### config.mk
export PLATFORM = sky130hd
export DESIGN_NAME = http_request_byte_parser_unit
export DESIGN_NICKNAME = d
export VERILOG_FILES = /design/src/rtl/hrbp_pkg.sv /design/src/rtl/hrbp_front.sv /design/src/rtl/hrbp_queue.sv /design/src/rtl/hrbp_back.sv /design/src/rtl/http_request_byte_parser_unit.sv
export SDC_FILE = /design/constraint.sdc
export NUM_CORES = 1
export LEC_CHECK = 0
export ABC_CLOCK_PERIOD_IN_PS = 6900
export BUFFER_PORTS_ARGS = -buffer_cell sky130_fd_sc_hd__buf_2
export CAP_MARGIN = 20
export CORE_ASPECT_RATIO = 0.7
export CORE_MARGIN = 10
export CORE_UTILIZATION = 50
export CTS_CLUSTER_SIZE = 30
export DETAILED_ROUTE_END_ITERATION = 6
export PLACE_DENSITY_LB_ADDON = 0.15
export SLEW_MARGIN = 20
export SYNTH_ARGS = -nofsm -noshare
export SYNTH_HDL_FRONTEND = slang
export SYNTH_SLANG_ARGS = --single-unit
### constraint.sdc
create_clock -name clk_i -period 6.9 [get_ports clk_i]
set_input_delay 0.69 -clock clk_i [delete_from_list [all_inputs] [get_ports clk_i]]
set_output_delay 0.69 -clock clk_i [all_outputs]
set_load 0.02 [all_outputs]
### src/rtl/hrbp_pkg.sv
`timescale 1ns / 1ps
package hrbp_pkg;

  typedef struct packed {
    logic [7:0] in_byte;
    logic       new_request;
  } in_word_t;

  typedef struct packed {
    logic [3:0]  status;
    logic [2:0]  byte_class;
    logic [7:0]  out_byte;
    logic        header_line_end;
    logic [3:0]  method_code;
    logic        version_major;
    logic [13:0] version_minor;
    logic [22:0] body_length;
  } out_word_t;

  localparam logic [3:0] ST_PROGRESS = 4'd0;
  localparam logic [3:0] ST_OK       = 4'd1;
  localparam logic [3:0] ST_BAD_METH = 4'd2;
  localparam logic [3:0] ST_BAD_URI  = 4'd3;
  localparam logic [3:0] ST_URI_LONG = 4'd4;
  localparam logic [3:0] ST_BAD_VER  = 4'd5;
  localparam logic [3:0] ST_NL1_ERR  = 4'd6;
  localparam logic [3:0] ST_DONE     = 4'd7;
  localparam logic [3:0] ST_KEY_ERR  = 4'd8;
  localparam logic [3:0] ST_VAL_ERR  = 4'd9;
  localparam logic [3:0] ST_NL2_ERR  = 4'd10;
  localparam logic [3:0] ST_HDR_BIG  = 4'd11;

  localparam logic [2:0] CL_NONE  = 3'd0;
  localparam logic [2:0] CL_METH  = 3'd1;
  localparam logic [2:0] CL_URI   = 3'd2;
  localparam logic [2:0] CL_NAME  = 3'd3;
  localparam logic [2:0] CL_VALUE = 3'd4;
  localparam logic [2:0] CL_BODY  = 3'd5;

  localparam logic [0:0] REG_HDR_LIMIT = 1'd0;
  localparam logic [0:0] REG_URI_LIMIT = 1'd1;

  // byte class flags computed by the front end
  typedef struct packed {
    logic [7:0] b;
    logic [7:0] lo;
    logic       clr;
    logic       alpha;
    logic       digit;
    logic       ctl;
    logic       token;
    logic       sp;
    logic       tab;
    logic       cr;
    logic       lf;
  } cls_word_t;

  function automatic logic [7:0] to_lower(input logic [7:0] c);
    logic [7:0] r;
    r = c;
    if (c >= 8'h41 && c <= 8'h5a) r = c + 8'd32;
    return r;
  endfunction

  function automatic logic [7:0] cl_char(input logic [3:0] i);
    logic [7:0] r;
    case (i)
      4'd0: r = "c";
      4'd1: r = "o";
      4'd2: r = "n";
      4'd3: r = "t";
      4'd4: r = "e";
      4'd5: r = "n";
      4'd6: r = "t";
      4'd7: r = "-";
      4'd8: r = "l";
      4'd9: r = "e";
      4'd10: r = "n";
      4'd11: r = "g";
      4'd12: r = "t";
      4'd13: r = "h";
      default: r = 8'h00;
    endcase
    return r;
  endfunction

endpackage

### src/rtl/hrbp_front.sv
`timescale 1ns / 1ps
module hrbp_front (
  input  logic                clk_i,
  input  logic                rst_ni,
  input  logic                valid_i,
  output logic                stall_o,
  input  hrbp_pkg::in_word_t  data_i,
  output logic                valid_o,
  input  logic                stall_i,
  output hrbp_pkg::cls_word_t data_o
);
  logic                valid_q;
  hrbp_pkg::cls_word_t data_q, cls_d;
  logic [7:0]          c;
  logic                special;

  always_comb begin
    c = data_i.in_byte;
    special = c inside {8'h28, 8'h29, 8'h3c, 8'h3e, 8'h40, 8'h2c, 8'h3b, 8'h3a, 8'h5c,
                        8'h22, 8'h2f, 8'h5b, 8'h5d, 8'h3f, 8'h3d, 8'h7b, 8'h7d, 8'h20,
                        8'h09};
    cls_d.b     = c;
    cls_d.lo    = hrbp_pkg::to_lower(c);
    cls_d.clr   = data_i.new_request;
    cls_d.alpha = (c >= 8'h41 && c <= 8'h5a) || (c >= 8'h61 && c <= 8'h7a);
    cls_d.digit = c >= 8'h30 && c <= 8'h39;
    cls_d.ctl   = c <= 8'd31 || c == 8'd127;
    cls_d.token = c <= 8'd127 && !cls_d.ctl && !special;
    cls_d.sp    = c == 8'h20;
    cls_d.tab   = c == 8'h09;
    cls_d.cr    = c == 8'h0d;
    cls_d.lf    = c == 8'h0a;
  end

  assign stall_o = valid_q && stall_i;
  assign valid_o = valid_q;
  assign data_o  = data_q;

  always_ff @(posedge clk_i or negedge rst_ni) begin
    if (!rst_ni) begin
      valid_q <= 1'b0;
    end else if (!stall_o) begin
      valid_q <= valid_i;
    end
  end

  always_ff @(posedge clk_i) begin
    if (!stall_o && valid_i) data_q <= cls_d;
  end
endmodule

### src/rtl/hrbp_queue.sv
`timescale 1ns / 1ps
module hrbp_queue (
  input  logic                clk_i,
  input  logic                rst_ni,
  input  logic                valid_i,
  output logic                stall_o,
  input  hrbp_pkg::cls_word_t data_i,
  output logic                valid_o,
  input  logic                stall_i,
  output hrbp_pkg::cls_word_t data_o
);
  hrbp_pkg::cls_word_t mem_q [2];
  logic                wp_q, rp_q;
  logic [1:0]          cnt_q;
  logic                push, pop;

  assign valid_o = cnt_q != 2'd0;
  assign stall_o = cnt_q == 2'd2;
  assign data_o  = mem_q[rp_q];
  assign push    = valid_i && !stall_o;
  assign pop     = valid_o && !stall_i;

  always_ff @(posedge clk_i or negedge rst_ni) begin
    if (!rst_ni) begin
      wp_q  <= 1'b0;
      rp_q  <= 1'b0;
      cnt_q <= 2'd0;
    end else begin
      if (push) wp_q <= !wp_q;
      if (pop) rp_q <= !rp_q;
      cnt_q <= cnt_q + {1'b0, push} - {1'b0, pop};
    end
  end

  always_ff @(posedge clk_i) begin
    if (push) mem_q[wp_q] <= data_i;
  end
endmodule

### src/rtl/hrbp_back.sv
`timescale 1ns / 1ps
module hrbp_back #(
  parameter int METHOD_MAX_LEN   = 8,
  parameter int BODY_MAX         = 4194304,
  parameter int MINOR_MAX_DIGITS = 4
) (
  input  logic                 clk_i,
  input  logic                 rst_ni,
  input  logic [15:0]          hdr_limit_i,
  input  logic [15:0]          uri_limit_i,
  input  logic                 valid_i,
  output logic                 stall_o,
  input  hrbp_pkg::cls_word_t  data_i,
  output logic                 valid_o,
  input  logic                 stall_i,
  output hrbp_pkg::out_word_t  data_o
);
  localparam int ML = $clog2(METHOD_MAX_LEN + 1);
  localparam int MI = $clog2(METHOD_MAX_LEN);
  localparam logic [24:0] BMAX   = 25'(BODY_MAX);
  localparam logic [24:0] BMAX10 = 25'(BODY_MAX / 10);

  typedef enum logic [1:0] {PH_LINE, PH_HEAD, PH_BODY, PH_DONE} phase_e;
  typedef enum logic [3:0] {L_MSTART, L_METHOD, L_URI, L_H, L_T1, L_T2, L_P, L_SLASH,
                            L_MAJ, L_DOT, L_MINSTART, L_MINOR, L_NL1} line_e;
  typedef enum logic [2:0] {H_START, H_LWS, H_NAME, H_VALUE, H_NL2, H_NL3} head_e;

  phase_e      ph_q, ph_d, ph_c;
  line_e       ls_q, ls_d, ls_c;
  head_e       hs_q, hs_d, hs_c;
  logic [7:0]  mch_q [METHOD_MAX_LEN];
  logic [7:0]  mch_d [METHOD_MAX_LEN];
  logic [7:0]  mch_c [METHOD_MAX_LEN];
  logic [ML-1:0] mlen_q, mlen_d, mlen_c;
  logic [3:0]  mval_q, mval_d, mval_c;
  logic [15:0] ulen_q, ulen_d, ulen_c;
  logic        maj_q, maj_d, maj_c;
  logic [13:0] min_q, min_d, min_c;
  logic [2:0]  mdig_q, mdig_d, mdig_c;
  logic [16:0] hb_q, hb_d, hb_c;
  logic        nne_q, nne_d, nne_c;
  logic [4:0]  mpos_q, mpos_d, mpos_c;
  logic        mok_q, mok_d, mok_c;
  logic        lseen_q, lseen_d, lseen_c;
  logic [24:0] lval_q, lval_d, lval_c;
  logic        lvld_q, lvld_d, lvld_c;
  logic [24:0] bcnt_q, bcnt_d, bcnt_c;

  logic        out_v_q;
  hrbp_pkg::out_word_t out_q, out_d;
  logic        take;
  logic [3:0]  st, mcode;
  logic [2:0]  cls;
  logic [7:0]  ob;
  logic        hle, is_cl;
  logic [24:0] bsize, blen;
  logic [28:0] lv10;
  logic [24:0] nv;

  function automatic logic [3:0] lookup(input logic [7:0] ch [METHOD_MAX_LEN],
                                        input logic [ML-1:0] n);
    logic [63:0] w;
    logic [3:0]  r;
    w = '0;
    for (int i = 0; i < 8; i++) begin
      if (i < METHOD_MAX_LEN && i < int'(n)) w[63-8*i -: 8] = ch[i];
    end
    r = 4'd0;
    if (n == ML'(3) && w[63:40] == "GET") r = 4'd1;
    if (n == ML'(4) && w[63:32] == "HEAD") r = 4'd2;
    if (n == ML'(4) && w[63:32] == "POST") r = 4'd3;
    if (n == ML'(3) && w[63:40] == "PUT") r = 4'd4;
    if (n == ML'(6) && w[63:16] == "DELETE") r = 4'd5;
    if (n == ML'(7) && w[63:8] == "CONNECT") r = 4'd6;
    if (n == ML'(7) && w[63:8] == "OPTIONS") r = 4'd7;
    if (n == ML'(5) && w[63:24] == "TRACE") r = 4'd8;
    if (n == ML'(5) && w[63:24] == "PATCH") r = 4'd9;
    return r;
  endfunction

  assign stall_o = out_v_q && stall_i;
  assign take    = valid_i && !stall_o;
  assign valid_o = out_v_q;
  assign data_o  = out_q;

  always_comb begin
    ph_c = ph_q; ls_c = ls_q; hs_c = hs_q; mch_c = mch_q; mlen_c = mlen_q;
    mval_c = mval_q; ulen_c = ulen_q; maj_c = maj_q; min_c = min_q; mdig_c = mdig_q;
    hb_c = hb_q; nne_c = nne_q; mpos_c = mpos_q; mok_c = mok_q; lseen_c = lseen_q;
    lval_c = lval_q; lvld_c = lvld_q; bcnt_c = bcnt_q;
    if (data_i.clr) begin
      ph_c = PH_LINE; ls_c = L_MSTART; hs_c = H_START;
      for (int i = 0; i < METHOD_MAX_LEN; i++) mch_c[i] = '0;
      mlen_c = '0; mval_c = '0; ulen_c = '0; maj_c = 1'b0; min_c = '0; mdig_c = '0;
      hb_c = '0; nne_c = 1'b0; mpos_c = '0; mok_c = 1'b1; lseen_c = 1'b0;
      lval_c = '0; lvld_c = 1'b1; bcnt_c = '0;
    end
    ph_d = ph_c; ls_d = ls_c; hs_d = hs_c; mch_d = mch_c; mlen_d = mlen_c;
    mval_d = mval_c; ulen_d = ulen_c; maj_d = maj_c; min_d = min_c; mdig_d = mdig_c;
    hb_d = hb_c; nne_d = nne_c; mpos_d = mpos_c; mok_d = mok_c; lseen_d = lseen_c;
    lval_d = lval_c; lvld_d = lvld_c; bcnt_d = bcnt_c;
    st = hrbp_pkg::ST_PROGRESS; cls = hrbp_pkg::CL_NONE; ob = data_i.b; hle = 1'b0;
    mcode = lookup(mch_c, mlen_c);
    is_cl = mok_c && mpos_c == 5'd14;
    lv10 = {4'd0, lval_c} * 29'd10;
    nv = {21'd0, data_i.b[3:0]};
    bsize = (mval_c == 4'd3 && lseen_c && lvld_c) ? lval_c : '0;
    case (ph_c)
      PH_LINE: begin
        case (ls_c)
          L_MSTART, L_METHOD: begin
            if (ls_c == L_METHOD && data_i.sp) begin
              if (mcode == 4'd0) st = hrbp_pkg::ST_BAD_METH;
              else begin
                mval_d = mcode; ls_d = L_URI;
              end
            end else if (!data_i.alpha || int'(mlen_c) >= METHOD_MAX_LEN) begin
              st = hrbp_pkg::ST_BAD_METH;
            end else begin
              mch_d[mlen_c[MI-1:0]] = data_i.b; mlen_d = mlen_c + 1'b1;
              ls_d = L_METHOD; cls = hrbp_pkg::CL_METH;
            end
          end
          L_URI: begin
            if (data_i.sp) ls_d = L_H;
            else if (data_i.ctl) st = hrbp_pkg::ST_BAD_URI;
            else if (ulen_c >= uri_limit_i) st = hrbp_pkg::ST_URI_LONG;
            else begin
              ulen_d = ulen_c + 16'd1; cls = hrbp_pkg::CL_URI;
            end
          end
          L_H:  if (data_i.lo != "h") st = hrbp_pkg::ST_BAD_VER; else ls_d = L_T1;
          L_T1: if (data_i.lo != "t") st = hrbp_pkg::ST_BAD_VER; else ls_d = L_T2;
          L_T2: if (data_i.lo != "t") st = hrbp_pkg::ST_BAD_VER; else ls_d = L_P;
          L_P:  if (data_i.lo != "p") st = hrbp_pkg::ST_BAD_VER; else ls_d = L_SLASH;
          L_SLASH: if (data_i.b != "/") st = hrbp_pkg::ST_BAD_VER; else ls_d = L_MAJ;
          L_MAJ: begin
            if (data_i.b != "0" && data_i.b != "1") st = hrbp_pkg::ST_BAD_VER;
            else begin
              maj_d = data_i.b[0]; ls_d = L_DOT;
            end
          end
          L_DOT: if (data_i.b != ".") st = hrbp_pkg::ST_BAD_VER; else ls_d = L_MINSTART;
          L_MINSTART: begin
            if (!data_i.digit) st = hrbp_pkg::ST_BAD_VER;
            else begin
              mdig_d = 3'd1; min_d = {10'd0, data_i.b[3:0]}; ls_d = L_MINOR;
            end
          end
          L_MINOR: begin
            if (data_i.cr) ls_d = L_NL1;
            else if (!data_i.digit || int'(mdig_c) + 1 > MINOR_MAX_DIGITS)
              st = hrbp_pkg::ST_BAD_VER;
            else begin
              min_d = 14'(min_c * 14'd10 + {10'd0, data_i.b[3:0]});
              mdig_d = mdig_c + 3'd1;
            end
          end
          default: begin
            if (!data_i.lf) st = hrbp_pkg::ST_NL1_ERR; else ph_d = PH_HEAD;
          end
        endcase
      end
      PH_HEAD: begin
        if (hb_c + 17'd1 > {1'b0, hdr_limit_i}) st = hrbp_pkg::ST_HDR_BIG;
        else begin
          case (hs_c)
            H_START: begin
              if (data_i.cr) hs_d = H_NL3;
              else if (!data_i.token) st = hrbp_pkg::ST_KEY_ERR;
              else begin
                ob = data_i.lo; cls = hrbp_pkg::CL_NAME; nne_d = 1'b1; mpos_d = 5'd1;
                mok_d = data_i.lo == hrbp_pkg::cl_char(4'd0); hs_d = H_NAME;
              end
            end
            H_NAME: begin
              if (data_i.b == ":") hs_d = H_LWS;
              else if (!data_i.token) st = hrbp_pkg::ST_KEY_ERR;
              else begin
                if (mpos_c >= 5'd14 || data_i.lo != hrbp_pkg::cl_char(mpos_c[3:0]))
                  mok_d = 1'b0;
                if (mpos_c < 5'd31) mpos_d = mpos_c + 5'd1;
                cls = hrbp_pkg::CL_NAME;
              end
            end
            H_LWS, H_VALUE: begin
              if (data_i.cr) hs_d = H_NL2;
              else if (hs_c == H_LWS && (data_i.sp || data_i.tab)) hs_d = hs_c;
              else if (data_i.ctl) st = hrbp_pkg::ST_VAL_ERR;
              else begin
                hs_d = H_VALUE; cls = hrbp_pkg::CL_VALUE;
                if (is_cl && !lseen_c && lvld_c && !data_i.sp) begin
                  if (!data_i.digit || lval_c > BMAX10) lvld_d = 1'b0;
                  else if (lv10[24:0] > BMAX - nv) lvld_d = 1'b0;
                  else lval_d = lv10[24:0] + nv;
                end
              end
            end
            H_NL2: begin
              if (!data_i.lf) st = hrbp_pkg::ST_VAL_ERR;
              else begin
                if (is_cl) lseen_d = 1'b1;
                hle = nne_c; nne_d = 1'b0; mpos_d = '0; mok_d = 1'b1; hs_d = H_START;
              end
            end
            default: begin
              if (!data_i.lf) st = hrbp_pkg::ST_NL2_ERR;
              else if (bsize == '0) begin
                ph_d = PH_DONE; st = hrbp_pkg::ST_OK;
              end else begin
                ph_d = PH_BODY; bcnt_d = '0;
              end
            end
          endcase
          if (st == hrbp_pkg::ST_PROGRESS || st == hrbp_pkg::ST_OK) hb_d = hb_c + 17'd1;
        end
      end
      PH_BODY: begin
        bcnt_d = bcnt_c + 25'd1; cls = hrbp_pkg::CL_BODY;
        if (bcnt_d >= bsize) begin
          ph_d = PH_DONE; st = hrbp_pkg::ST_OK;
        end
      end
      default: st = hrbp_pkg::ST_DONE;
    endcase
    if (st >= hrbp_pkg::ST_BAD_METH) begin
      cls = hrbp_pkg::CL_NONE; ob = '0; hle = 1'b0;
      ph_d = ph_c; ls_d = ls_c; hs_d = hs_c; mch_d = mch_c; mlen_d = mlen_c;
      mval_d = mval_c; ulen_d = ulen_c; maj_d = maj_c; min_d = min_c; mdig_d = mdig_c;
      hb_d = hb_c; nne_d = nne_c; mpos_d = mpos_c; mok_d = mok_c; lseen_d = lseen_c;
      lval_d = lval_c; lvld_d = lvld_c; bcnt_d = bcnt_c;
    end
    blen = (ph_d == PH_BODY || ph_d == PH_DONE) ?
           ((mval_d == 4'd3 && lseen_d && lvld_d) ? lval_d : '0) : '0;
    out_d.status = st;
    out_d.byte_class = cls;
    out_d.out_byte = ob;
    out_d.header_line_end = hle;
    out_d.method_code = mval_d;
    out_d.version_major = maj_d;
    out_d.version_minor = min_d;
    out_d.body_length = blen[22:0];
  end

  always_ff @(posedge clk_i or negedge rst_ni) begin
    if (!rst_ni) begin
      out_v_q <= 1'b0;
      ph_q <= PH_LINE; ls_q <= L_MSTART; hs_q <= H_START;
      for (int i = 0; i < METHOD_MAX_LEN; i++) mch_q[i] <= '0;
      mlen_q <= '0; mval_q <= '0; ulen_q <= '0; maj_q <= 1'b0; min_q <= '0;
      mdig_q <= '0; hb_q <= '0; nne_q <= 1'b0; mpos_q <= '0; mok_q <= 1'b1;
      lseen_q <= 1'b0; lval_q <= '0; lvld_q <= 1'b1; bcnt_q <= '0;
    end else begin
      if (!stall_o) out_v_q <= valid_i;
      if (take) begin
        ph_q <= ph_d; ls_q <= ls_d; hs_q <= hs_d; mch_q <= mch_d; mlen_q <= mlen_d;
        mval_q <= mval_d; ulen_q <= ulen_d; maj_q <= maj_d; min_q <= min_d;
        mdig_q <= mdig_d; hb_q <= hb_d; nne_q <= nne_d; mpos_q <= mpos_d;
        mok_q <= mok_d; lseen_q <= lseen_d; lval_q <= lval_d; lvld_q <= lvld_d;
        bcnt_q <= bcnt_d;
      end
    end
  end

  always_ff @(posedge clk_i) begin
    if (take) out_q <= out_d;
  end
endmodule

### src/rtl/http_request_byte_parser_unit.sv
`timescale 1ns / 1ps
// HTTP/1.1 request byte parser.
// Input channel: one request byte per word (in_valid_i / in_stall_o), with a
// new_request flag that clears the parser before that byte is handled.
// Output channel: one result word per input word (out_valid_o / out_stall_i):
// status, byte class, streamed byte and decoded method, version and body size.
// Config: cfg_we_i writes header_byte_limit (index 0) or uri_byte_limit
// (index 1) from cfg_data_i; write only while idle.
// Throughput: one byte per cycle unless out_stall_i holds the flow; the whole
// per-byte state update is combinational in the back end.
// Path: the result word passes the classify register, the 2-entry queue and
// the output register, in that order.
// Reset clears all parser state and restores the limits to 8192 and 2048.
// A stalled receiver holds the result; the queue absorbs in-flight words and
// then in_stall_o rises, so no word is lost.
module http_request_byte_parser_unit #(
  parameter int METHOD_MAX_LEN   = 8,
  parameter int BODY_MAX         = 4194304,
  parameter int MINOR_MAX_DIGITS = 4
) (
  input  logic                clk_i,
  input  logic                rst_ni,
  input  logic                cfg_we_i,
  input  logic                cfg_index_i,
  input  logic [15:0]         cfg_data_i,
  input  logic                in_valid_i,
  output logic                in_stall_o,
  input  hrbp_pkg::in_word_t  in_data_i,
  output logic                out_valid_o,
  input  logic                out_stall_i,
  output hrbp_pkg::out_word_t out_data_o
);
  logic [15:0] hdr_lim_q, uri_lim_q;
  logic        f_v, f_s, q_v, q_s;
  hrbp_pkg::cls_word_t f_d, q_d;

  always_ff @(posedge clk_i or negedge rst_ni) begin
    if (!rst_ni) begin
      hdr_lim_q <= 16'd8192;
      uri_lim_q <= 16'd2048;
    end else if (cfg_we_i) begin
      case (cfg_index_i)
        hrbp_pkg::REG_HDR_LIMIT: hdr_lim_q <= cfg_data_i;
        hrbp_pkg::REG_URI_LIMIT: uri_lim_q <= cfg_data_i;
        default: ;
      endcase
    end
  end

  hrbp_front u_front (
    .clk_i, .rst_ni, .valid_i(in_valid_i), .stall_o(in_stall_o), .data_i(in_data_i),
    .valid_o(f_v), .stall_i(f_s), .data_o(f_d)
  );

  hrbp_queue u_queue (
    .clk_i, .rst_ni, .valid_i(f_v), .stall_o(f_s), .data_i(f_d),
    .valid_o(q_v), .stall_i(q_s), .data_o(q_d)
  );

  hrbp_back #(
    .METHOD_MAX_LEN(METHOD_MAX_LEN), .BODY_MAX(BODY_MAX),
    .MINOR_MAX_DIGITS(MINOR_MAX_DIGITS)
  ) u_back (
    .clk_i, .rst_ni, .hdr_limit_i(hdr_lim_q), .uri_limit_i(uri_lim_q),
    .valid_i(q_v), .stall_o(q_s), .data_i(q_d),
    .valid_o(out_valid_o), .stall_i(out_stall_i), .data_o(out_data_o)
  );
endmodule

# Word level (Yosys, flattened, before mapping)
# Memories as Yosys holds them, arrays and structs flattened.
# Index checks and enable logic that the tools add are counted.
[classes] add_sub_neg=13 mul=2 n_div=0 order_cmp=27 eq_ne=70 n_shift=0 mux=234 n_bitwise=5 n_reduce_logical=68
[ops] operator="$mux 25" count=18
[ops] operator="$mux 64" count=6
[ops] operator="$mux 4" count=45
[ops] operator="$mux 8" count=19
[ops] operator="$mux 3" count=39
[ops] operator="$eq 56x55->1 const B" count=2
[ops] operator="$mux 16" count=7
[ops] operator="$eq 8x6->1 const B" count=13
[ops] operator="$mux 17" count=5
[ops] operator="$mux 14" count=6
[ops] operator="$eq 40x39->1 const B" count=2
[ops] operator="$bwmux 64" count=1
[ops] operator="$eq 32x31->1 const B" count=2
[ops] operator="$eq 8x7->1 const B" count=8
[ops] operator="$mux 5" count=10
[ops] operator="$pmux 25 s2" count=1
[ops] operator="$eq 24x23->1 const B" count=2
[ops] operator="$eq 48x47->1 const B" count=1
[ops] operator="$mux 1" count=47
[ops] operator="$pmux 4 s11" count=1
[ops] operator="$pmux 4 s10" count=1
[ops] operator="$eq 4x3->1 const B" count=8
[ops] operator="$gt 32x4->1 const B" count=1
[ops] operator="$ne 8x6->1 const B" count=4
[ops] operator="72 further kinds" count=170
[totals] reg_bits=312 latch_bits=0 ramBits=50 romBits=112 output_inout_bits=60 memories=2
[mem_list] name="(no name shown)" words=16 word_bits=7 read_ports=1 rd_ports_with_merged_regs=0 wr=0 line="hrbp_pkg.sv:67" rtl="case (i)"
[mem_list] name="u_queue.mem_q" words=2 word_bits=25 read_ports=1 rd_ports_with_merged_regs=0 wr=1 line="hrbp_queue.sv:12" rtl="hrbp_pkg::cls_word_t mem_q [2];"

# Logic depth before layout (Yosys ltp)
# Gate-level depths: netlist (run 1).
# An unclocked memory read counts as a cell.
[logic_depth] depth_word=26 mapped_depth=33 depth_no_buf=23

# Cells and area by module
# Synthesis (run 1) repeated with hierarchy kept, for this count alone.
[unflattened] cells_unflattened=2431 area_unflattened_um2=23530.1
[modules_own_cells] mod="hrbp_back" instances=1 cells_per_inst=2179 area_each_um2=19127.1 seq_area_each_um2=6348.6
[modules_own_cells] mod="hrbp_queue" instances=1 cells_per_inst=96 area_each_um2=2113.3 seq_area_each_um2=1601.5
[modules_own_cells] mod="http_request_byte_parser_unit" instances=1 cells_per_inst=69 area_each_um2=1255.0 seq_area_each_um2=803.3
[modules_own_cells] mod="hrbp_front" instances=1 cells_per_inst=87 area_each_um2=1034.7 seq_area_each_um2=625.6

# Worst setup path after synthesis (run 1)
# No wires, ideal clock.
[synth_path] path_kind="flip-flop to flip-flop" from="register u_queue.rp_q" to="register u_back.out_q (netlist bit u_back.data_o[1]), data pin" setup_ps=160 arrival_ps=6909 required_ps=6740 slack_ps=-169 stages_incl_launch_ff=33 n_path_buf=10 path_cell_list="dfrtp_1 -> buf_4 -> mux2i_1 -> buf_2 -> buf_4 -> buf_2 -> buf_1 -> clkbuf_1 -> clkbuf_1 -> clkbuf_1 -> clkbuf_1 -> nand2_1 -> inv_1 -> ha_1 -> ha_1 -> fa_1 -> a211o_1 -> a211oi_1 -> o41ai_1 -> a21oi_1 -> xor2_1 -> inv_1 -> ha_1 -> nand4_1 -> or3_1 -> o221ai_1 -> o21bai_1 -> a21oi_1 -> o211a_1 -> o21ai_0 -> clkbuf_1 -> o21ai_0 -> a211oi_2"
[synth_via] elab_chain_cells=26 word_cells_on_any_way=210 cone_classes="5 x add/sub; 1 x mul; 15 x order compare; 44 x eq/ne; 104 x mux; 40 x reduce/logical; 1 x memory"
[synth_lines] element="from (decl)" line="hrbp_queue.sv:13" rtl="logic wp_q, rp_q;"
[synth_lines] element="from (signal assigned)" line="hrbp_queue.sv:30" rtl="if (pop) rp_q <= !rp_q;"
[synth_lines] element="$mem_v2 2x25 (*)"
[synth_lines] element="branches (longest 25 deep; another with $mul 25x3->24)"
[synth_lines] element="to (signal assigned)" line="hrbp_back.sv:266" rtl="if (take) out_q <= out_d;"
[synth_lines] element="to (decl)" line="hrbp_back.sv:50" rtl="hrbp_pkg::out_word_t out_q, out_d;"
# Every way passes the cells marked *. The select of a mux whose other input is x is not followed.
# A chain may end at the register's enable or synchronous reset.

# Final worst setup path (run 1)
[layout_path] from="memory u_queue.mem_q[1][8] (netlist bit)" to="register u_back.out_q (netlist bit u_back.data_o[17]), data pin"
[layout_via] elab_chain_cells=26 word_cells_on_any_way=183 cone_classes="4 x add/sub; 1 x mul; 15 x order compare; 36 x eq/ne; 91 x mux; 35 x reduce/logical; 1 x memory"
[layout_lines] element="from (decl)" line="hrbp_queue.sv:12"
[layout_lines] element="$mem_v2 2x25 (*)"
[layout_lines] element="branches (longest 25 deep; another with $mul 25x3->24)"
# Marked as above.

==> results of run 1 <==
cells by family (layout without fill, tap and decap cells):
family,count (synthesis),in the layout,share of synthesized area
compound gates,636,636,0.201
xor+xnor,105,105,0.0397
fa+ha+maj,172,172,0.0941
buf+inv,222,322,0.0394
flops,339,339,0.392
mux,53,53,0.0261
simple gates,903,903,0.208
final cells by class:
type	count	area (µm²)
clock buffers	43	1000
clock inverters	25	365
flip-flops and latches	339	9080
well taps	603	754
repair buffers	146	913
fillers	3979	19700
inverters	108	408
multi-input cells	1869	13300
cells in the final DEF (no fill, tap or decap), drive strengths merged, types with 90 or more instances in the layout:
| cell | n |
|---|---|
| edfxtp | 118 |
| inv | 109 |
| nand2 | 237 |
| dfrtp | 217 |
| nor2 | 159 |
| buf | 146 |
| o21ai | 142 |
| nand3 | 90 |
| a21oi | 93 |
| ha | 168 |
sequential cells by signal, indices dropped and copies added, names as in the netlist, 2 cells and up:
signal          count
u_back.data_o      58
u_back.mval_q       4
u_back.mlen_q       4
u_back.mch_q       56
u_back.ulen_q      16
u_back.min_q       14
uri_lim_q          16
u_back.ls_q         4
u_back.hb_q        17
u_back.bcnt_q      25
u_queue.mem_q      40
u_back.lval_q      25
u_back.hs_q         3
u_back.mdig_q       3
u_queue.cnt_q       2
hdr_lim_q          16
u_back.ph_q         2
u_back.mpos_q       5
u_front.data_o     20
path summary, 6_finish.rpt:
kind | startpoint | slack [ns] | cells after the start | end
hold reg to reg | u_front.data_o[5] | 0.42 | 0 | u_queue.mem_q[1][5]
setup / recovery | u_queue.mem_q[1][8] | 0.37 | 24 | u_back.data_o[17]
hold / removal | rst_ni | 0.15 | 1 | u_back.mch_q[55]
setup reg to reg | u_queue.mem_q[1][8] | 0.37 | 24 | u_back.data_o[17]
min in group clk_i | in_data_i[0] | 0.32 | 1 | u_front.data_o[8]
max in group asynchronous | rst_ni | 5.51 | 2 | u_back.lval_q[22]
worst max-delay path: cells and delay by family (launching register included):
kind,cells,cell delay (ns)
AO/OA/AOI/OAI,10,2.45
adder cells (fa/ha/maj),4,1.31
AND/OR/NAND/NOR,5,0.80
buffers and inverters,3,0.71
flip-flops,1,0.47
multiplexers,1,0.30
XOR/XNOR,1,0.18
synth_stat cells, drive strengths merged (10+ instances only):
cell	number
nand2	237
dfrtp	217
ha	168
nor2	159
o21ai	142
edfxtp	118
inv	108
a21oi	93
nand3	90
clkbuf	85
a22o	79
and2	66
nor3	64
xnor2	61
nand4	58
xor2	44
a211oi	42
nor4	38
a21o	34
and3	29
buf	29
or3	29
mux2	26
o211ai	25
a31oi	24
mux2i	24
nor2b	22
o2bb2ai	21
o31ai	17
nand2b	16
o21a	16
a32o	14
nor3b	14
nor4b	13
a21boi	10
or2	10
or4	10
metal layers:
metal | GRT usage | vias up | part of all wire | routed length [µm]
met5 | 0 | - | 0.00017 | 13
met3 | 0.0540 | 87 | 0.097 | 7360
met4 | 0.0393 | 2 | 0.012 | 920
met1 | 0.418 | 10227 | 0.49 | 37000
li1 | - | 9301 | - | -
met2 | 0.361 | 927 | 0.40 | 30700
stage by stage:
step / hold WS, ns / total power (W) / setup slack [ns] / cell area (µm²)
2_1_floorplan: 0.394 / 0.00521 / 0.0576 / 23200
5_1_grt: 0.232 / 0.00948 / 0.00486 / 25800
3_5_place_dp: 0.430 / 0.00667 / 0.133 / 24400
6_report: 0.145 / 0.00902 / 0.374 / 25800
3_3_place_gp: 0.423 / 0.00660 / 0.263 / 24400
4_1_cts: 0.195 / 0.00895 / 0.0837 / 25700
power by group through the flow:
| stage | Combinational (W) | Clock, W | Sequential [W] |
|---|---|---|---|
| 4_1_cts | 0.00385 | 0.00230 | 0.00280 |
| 3_3_place_gp | 0.00378 | 0 | 0.00282 |
| 2_1_floorplan | 0.00234 | 0 | 0.00287 |
| 3_5_place_dp | 0.00384 | 0 | 0.00283 |
| 6_report | 0.00394 | 0.00227 | 0.00281 |
| 5_1_grt | 0.00425 | 0.00239 | 0.00284 |
repair_timing:
item | CTS | global route
resized for setup | 0 | 7
setup endpoints to repair | 0 | 94
buffers inserted | 0 | 3
==> key figures, run 1 <==
Floorplan
  • Row cnt: 65
  • Total die area: 55,500 µm²
  • Placeable core region: 45,500 µm²
  • Height of the die: 200 µm
  • Initial standard-cell utilization of the core: 0.510
  • Top-Level Pins: 91
  • Die boundary width: 277 µm

Detailed routing
  • Post-detailed-routing wire length: 76,000 µm
  • Post-DRT Antenna Nets: 0
  • Pre-Repair DR Iteration Count: 6
  • Number of DRC markers after the initial detailed-route iteration: 2,440
  • Via count: 20.5k
  • Number of DRC violations after detailed routing: 0
  • Via density: 6.56
  • Routed wire per std cell: 24.3 µm

Synth
  • Sequential cell area fraction in the yosys report: 0.392
  • Synth Area per Inst: 9.54 µm²
  • Largest area contributor in the netlist: sky130_fd_sc_hd__dfrtp_1
  • Summed instance area of the synthesized netlist: 23,200 µm²
  • Flop and latch count out of synthesis: 339
  • Area share of the largest cell type after synthesis: 0.234
  • Async set-reset flop share out of synthesis: 0.652
  • Most used flip-flop cell after synthesis: sky130_fd_sc_hd__dfrtp_1
  • Number of warnings reported in the yosys synthesis log: 0
  • Post-synthesis net count: 2,633
  • Number of synthesized flops with an enable pin: 118
  • Top cells by area, synth: sky130_fd_sc_hd__dfrtp_1, sky130_fd_sc_hd__edfxtp_1, sky130_fd_sc_hd__ha_1
  • Post-synthesis cell type count: 103
  • Number of instances in the synthesized netlist: 2,430

Finish
  • Growth of design area from synthesis to finish: 11.3%
  • Fraction of layout cells with a size suffix above 1: 0.129
  • Post-layout net count: 2,704
  • Antenna cells: 0
  • End-of-flow core utilization: 0.567
  • Count of placed standard cells in the final layout, fillers left out: 3,133

Global routing
  • Global-route congestion overflow total: 0
  • Overall fraction of global-route tracks in use: 0.263
  • Wire length of the first global-routing pass: 118,000 µm
  • Number of antenna violations at the first check in global routing: 2
  • Pin count of the biggest net entering global routing: 118
  • Vias in the first global route: 19.4k

Placement
  • Placed instance count: 3,062
  • Detailed placement HPWL: 55,700 µm
  • Total of buffers placed on input and output ports: 90
  • Placer's final routability congestion estimate: 0.926

Clock network
  • Number of buffers on the longest clock path: 3
  • Root buffer selected by CTS: sky130_fd_sc_hd__clkbuf_16
  • Total number of H-tree levels: 2
  • Number of clock sinks: 339
  • CTS tree: yes
  • Total CTS buffers: 37
  • Clock insertion delay at the later pin of the skew report: 0.56 ns
  • Cts-stage hold buffer count: 0
  • Clock transition at the registers of the reported paths: 0.07 ns

Power and ir drop
  • Clock network fraction of design power: 0.252
  • Part of the total power dissipated in combinational logic: 0.437
  • NetSw: 0.00397 W
  • Int Pwr: 0.00505 W
  • Fraction of power consumed by sequential logic: 0.311
  • Share of total power consumed by net switching: 0.440
  • Leakage power total: 10.9 nW
  • Maximum VDD drop: 0.261 mV
  • Power per cell area: 350 nW/µm²

Worst setup path
  • Startpoint type of the worst setup path: flop
  • Worst-path cell with the longest stage delay: sky130_fd_sc_hd__edfxtp_1
  • Required time at the worst-slack endpoint: 7.16 ns
  • Peak per-stage delay on the critical path: 0.47 ns
  • Endpoint kind of the worst setup timing path: flop
  • Cell repeated most along the worst path: sky130_fd_sc_hd__ha_1
  • Crit Path Class: reg -> reg
  • Arrival time reported for the critical path endpoint: 6.79 ns
  • Worst-path fanout max: 31
  • Cell Chain, Critical Path: mux2i_4 -> buf_8 -> nand2_1 -> inv_1 -> ha_1 -> ha_1 -> fa_1 -> a211o_1 -> a211oi_1 -> o41ai_2 -> a211oi_1 -> o21bai_1 -> a21oi_1 -> xnor2_1 -> ha_1 -> nand4_1 -> nor2_1 -> nand2_1 -> nor4_2 -> o211a_1 -> o21ai_4 -> buf_4 -> o21ai_0 -> a211oi_2

STA
  • Unrepaired setup endpoints after global routing: no
  • Setup Total Neg Slack: 0 ns
  • Final Skew: 0.0274 ns
  • Final Hold Violating Endpoints: 0
  • Final period demand of the worst path: 6.53 ns
  • Pins Over Slew Limit: 0
  • Remaining max-slew budget at the tightest pin: 0.182
  • Setup violation total in the final timing report: 0
  • Fmax: 153 MHz
  • Period utilization: 0.946
  • Transition time at the pin with the least slew margin: 1.22 ns

Status
  • Result of the run: complete, no violations

Job
  • Max-cap violations: 0

Hold path
  • Worst min-delay path category: in -> async
Power figures use the tool's default switching activity.
==> run 2, diff against run 1 <==
--- a/config.mk
+++ b/config.mk
@@ -5,7 +5,7 @@
 export SDC_FILE = /design/constraint.sdc
 export NUM_CORES = 1
 export LEC_CHECK = 0
-export ABC_CLOCK_PERIOD_IN_PS = 6900
+export ABC_CLOCK_PERIOD_IN_PS = 7350
 export BUFFER_PORTS_ARGS = -buffer_cell sky130_fd_sc_hd__buf_2
 export CAP_MARGIN = 20
 export CORE_ASPECT_RATIO = 0.7
==> constraint.sdc (replaced) <==
create_clock -name clk_i -period 7.35 [get_ports clk_i]
set_input_delay 0.735 -clock clk_i [delete_from_list [all_inputs] [get_ports clk_i]]
set_output_delay 0.735 -clock clk_i [all_outputs]
set_load 0.02 [all_outputs]
==> run 2 against run 1 <==
  * Maximum frequency shrank 4.9%
  * Die area is the same
  * Largest cell class unchanged
  * Clock skew shrank 0.0035 ns
  * Sequential power shrank 5%
  * Global-route usage shrank 1.1 points
==> key figures, run 2 (synthesis gave the netlist of run 1 again) <==
Finish
  • Fraction of layout cells with a size suffix above 1: 0.123 (-0.00648)
  • Post-layout net count: 2,691 (-0.48%)
  • Antenna cells: 0 (unchanged)
  • Max reg flops: 58 (unchanged)
  • End-of-flow core utilization: 0.564 (-0.00314)
  • Most common library cell in the layout ignoring fill and taps: sky130_fd_sc_hd__nand2_1
  • Most frequent cells in the layout: sky130_fd_sc_hd__nand2_1, sky130_fd_sc_hd__dfrtp_1, sky130_fd_sc_hd__ha_1, sky130_fd_sc_hd__nor2_1, sky130_fd_sc_hd__o21ai_0
  • Growth of design area from synthesis to finish: 10.7%

Power and ir drop
  • Int Pwr: 0.00466 W (-7.6%)
  • Maximum VDD drop: 0.225 mV (-14%)
  • Clock network fraction of design power: 0.250 (-0.002)
  • NetSw: 0.00364 W (-8.4%)
  • Power per cell area: 324 nW/µm² (-7.4%)
  • Leakage power total: 10.8 nW (-0.71%)
  • Fraction of power consumed by sequential logic: 0.322 (+0.011)
  • Part of the total power dissipated in combinational logic: 0.428 (-0.009)
  • Share of total power consumed by net switching: 0.438 (-0.00206)

Worst setup path
  • Worst-path fanout max: 23 (-26%)
  • Largest delay share family, worst path: compound AO/OA/AOI/OAI gates
  • FF-to-FF path depth: 22 (-8.3%)
  • Critical path buffers and inverters: 1 (-2)
  • R2r endpoint: u_back.data_o[15]
  • Crit Path Class: reg -> reg
  • Worst-path cell with the longest stage delay: sky130_fd_sc_hd__a221oi_4
  • Cell Chain, Critical Path: mux2i_4 -> and2_1 -> ha_1 -> nand2_1 -> nor2_1 -> nand3_1 -> nor2_1 -> nand4_1 -> nor2_1 -> xnor2_1 -> nor2_1 -> ha_1 -> a2111oi_0 -> nand3_1 -> o211ai_1 -> nand2_1 -> a221oi_4 -> o211ai_4 -> o311a_1 -> o2111ai_4 -> buf_4 -> a211oi_2
  • Number of logic stages on the critical path including buffering: 22 (-8.3%)
  • Arrival time reported for the critical path endpoint: 7.13 ns (+0.34 ns)
  • Worst R2R Setup Slack: 0.49 ns (+0.11 ns)
  • End point of the critical path: u_back.data_o[15]
  • Startpoint type of the worst setup path: flop
  • Launching point of the worst reg2reg path: u_queue.mem_q[0][8]
  • Endpoint kind of the worst setup timing path: flop
  • Peak per-stage delay on the critical path: 0.55 ns (+0.08 ns)
  • Cell repeated most along the worst path: sky130_fd_sc_hd__nor2_1
  • Start point of the critical path: u_queue.mem_q[0][8]
  • Required time at the worst-slack endpoint: 7.61 ns (+0.45 ns)

Global routing
  • Met2 global-route usage: 0.352 (-0.00879)
  • Global Route met3 Usage: 0.0511 (-0.00289)
  • Number of antenna violations at the first check in global routing: 2 (unchanged)
  • Wire length of the first global-routing pass: 114,000 µm (-2.8%)
  • Pin count of the biggest net entering global routing: 109 (-7.6%)
  • Global-route congestion overflow total: 0 (unchanged)
  • Met1 layer usage reported by global route: 0.394 (-0.0236)
  • Most used routing layer in global routing: met1
  • Overall fraction of global-route tracks in use: 0.252 (-0.0108)
  • Vias in the first global route: 19.3k (-0.74%)

Detailed routing
  • Number of DRC violations after detailed routing: 0 (unchanged)
  • Number of DRC markers after the initial detailed-route iteration: 2,238 (-8.3%)
  • Via density: 6.52 (-0.56%)
  • Post-DRT Antenna Nets: 0 (unchanged)
  • Pre-Repair DR Iteration Count: 6 (unchanged)
  • Post-detailed-routing wire length: 72,700 µm (-4.3%)
  • Routed wire per std cell: 23.3 µm (-3.9%)
  • Via count: 20.3k (-0.97%)

Clock network
  • Root buffer selected by CTS: sky130_fd_sc_hd__clkbuf_16
  • Number of clock sinks: 339 (unchanged)
  • Number of buffers on the longest clock path: 3 (unchanged)
  • CTS tree: yes
  • Clock insertion delay at the later pin of the skew report: 0.55 ns (about the same)
  • Total number of H-tree levels: 2 (unchanged)
  • Total CTS buffers: 37 (unchanged)
  • Clock transition at the registers of the reported paths: 0.06 ns (about the same)

Status
  • Result of the run: complete, no violations

STA
  • Pins Over Slew Limit: 0 (unchanged)
  • Setup violation total in the final timing report: 0 (unchanged)
  • Post-route worst setup slack: 0.486 ns (+0.112 ns)
  • Remaining max-slew budget at the tightest pin: 0.262 (+0.0801)
  • Final period demand of the worst path: 6.86 ns (+0.338 ns)
  • Period utilization: 0.934 (-0.0119)
  • Fmax: 146 MHz (-4.9%)
  • Final Skew: 0.0239 ns (-0.00352 ns)
  • Final Hold Violating Endpoints: 0 (unchanged)
  • Transition time at the pin with the least slew margin: 1.09 ns (-0.130 ns)

Floorplan
  • Top-Level Pins: 91 (unchanged)
  • Initial standard-cell utilization of the core: 0.510 (unchanged)
  • Row cnt: 65 (unchanged)
  • Placeable core region: 45,500 µm² (unchanged)
  • Total die area: 55,500 µm² (unchanged)
  • Die boundary width: 277 µm (unchanged)
  • Height of the die: 200 µm (unchanged)

Hold path
  • Worst min-delay path category: in -> async

Placement
  • Detailed placement HPWL: 53,300 µm (-4.3%)
  • Pre-CTS worst setup slack: 0.316 ns (+0.183 ns)
  • Total of buffers placed on input and output ports: 90 (unchanged)
  • Placer's final routability congestion estimate: 0.978 (+5.6%)

Job
  • Max-cap violations: 0 (unchanged)
-- run 2: cell count changes in the layout (fill, tap and decap cells not counted), moves of 2 or more --
cell	delta
sky130_fd_sc_hd__nor4_2	-2
sky130_fd_sc_hd__buf_4	-13
sky130_fd_sc_hd__clkinv_1	+2
sky130_fd_sc_hd__clkinv_4	+2
sky130_fd_sc_hd__clkinvlp_4	-2
-- run 2: worst min path at each step --
stage,start,to,cells past startpoint,slack [ns]
after floorplan,u_front.data_o[0],u_queue.mem_q[0][0],0,0.42
after global placement,u_front.data_o[10],u_queue.mem_q[0][18],0,0.43
after detailed placement,u_front.data_o[10],u_queue.mem_q[0][18],0,0.43
after CTS,rst_ni,u_back.mch_q[57],1,0.29
after global routing,rst_ni,u_back.mch_q[52],1,0.31
final,rst_ni,u_back.mch_q[52],1,0.24
-- run 2: layout make-up --
| cell class | count | area, µm² |
|---|---|---|
| inverters | 108 | 408 |
| fillers | 3976 | 19800 |
| multi-input cells | 1869 | 13300 |
| clock buffers | 41 | 983 |
| repair buffers | 133 | 812 |
| flip-flops and latches | 339 | 9080 |
| clock inverters | 27 | 354 |
| well taps | 603 | 754 |
-- run 2: layer usage --
metal / vias up / share of wire
met1: 10024 / 0.49
met2: 953 / 0.41
met3: 88 / 0.092
met5: - / 0
met4: 0 / 0.014
li1: 9279 / -
-- run 2: power by group through the flow --
stage	logic, W	registers [W]	clock network [W]
2_1_floorplan	0.00219	0.00269	0
5_1_grt	0.00385	0.00270	0.00220
6_report	0.00356	0.00267	0.00208
3_5_place_dp	0.00345	0.00269	0
4_1_cts	0.00347	0.00266	0.00211
3_3_place_gp	0.00342	0.00268	0
-- run 2: what timing repair did --
item	4_1_cts	5_1_grt
setup buffers	0	2
gates resized for setup	0	3
setup endpoints to repair	0	73
hold buffers	0	0
-- run 2: per-stage QoR --
step	power [W]	std cells	hold WS [ns]	TNS, ns	instance area (µm²)
final	0.00831	3120	0.240	0	25700
after floorplan	0.00488	2430	0.421	0	23200
after global placement	0.00610	3050	0.427	0	24300
after CTS	0.00823	3118	0.290	0	25600
after detailed placement	0.00614	3050	0.431	0	24300
after global routing	0.00874	3120	0.313	-0.00380	25700
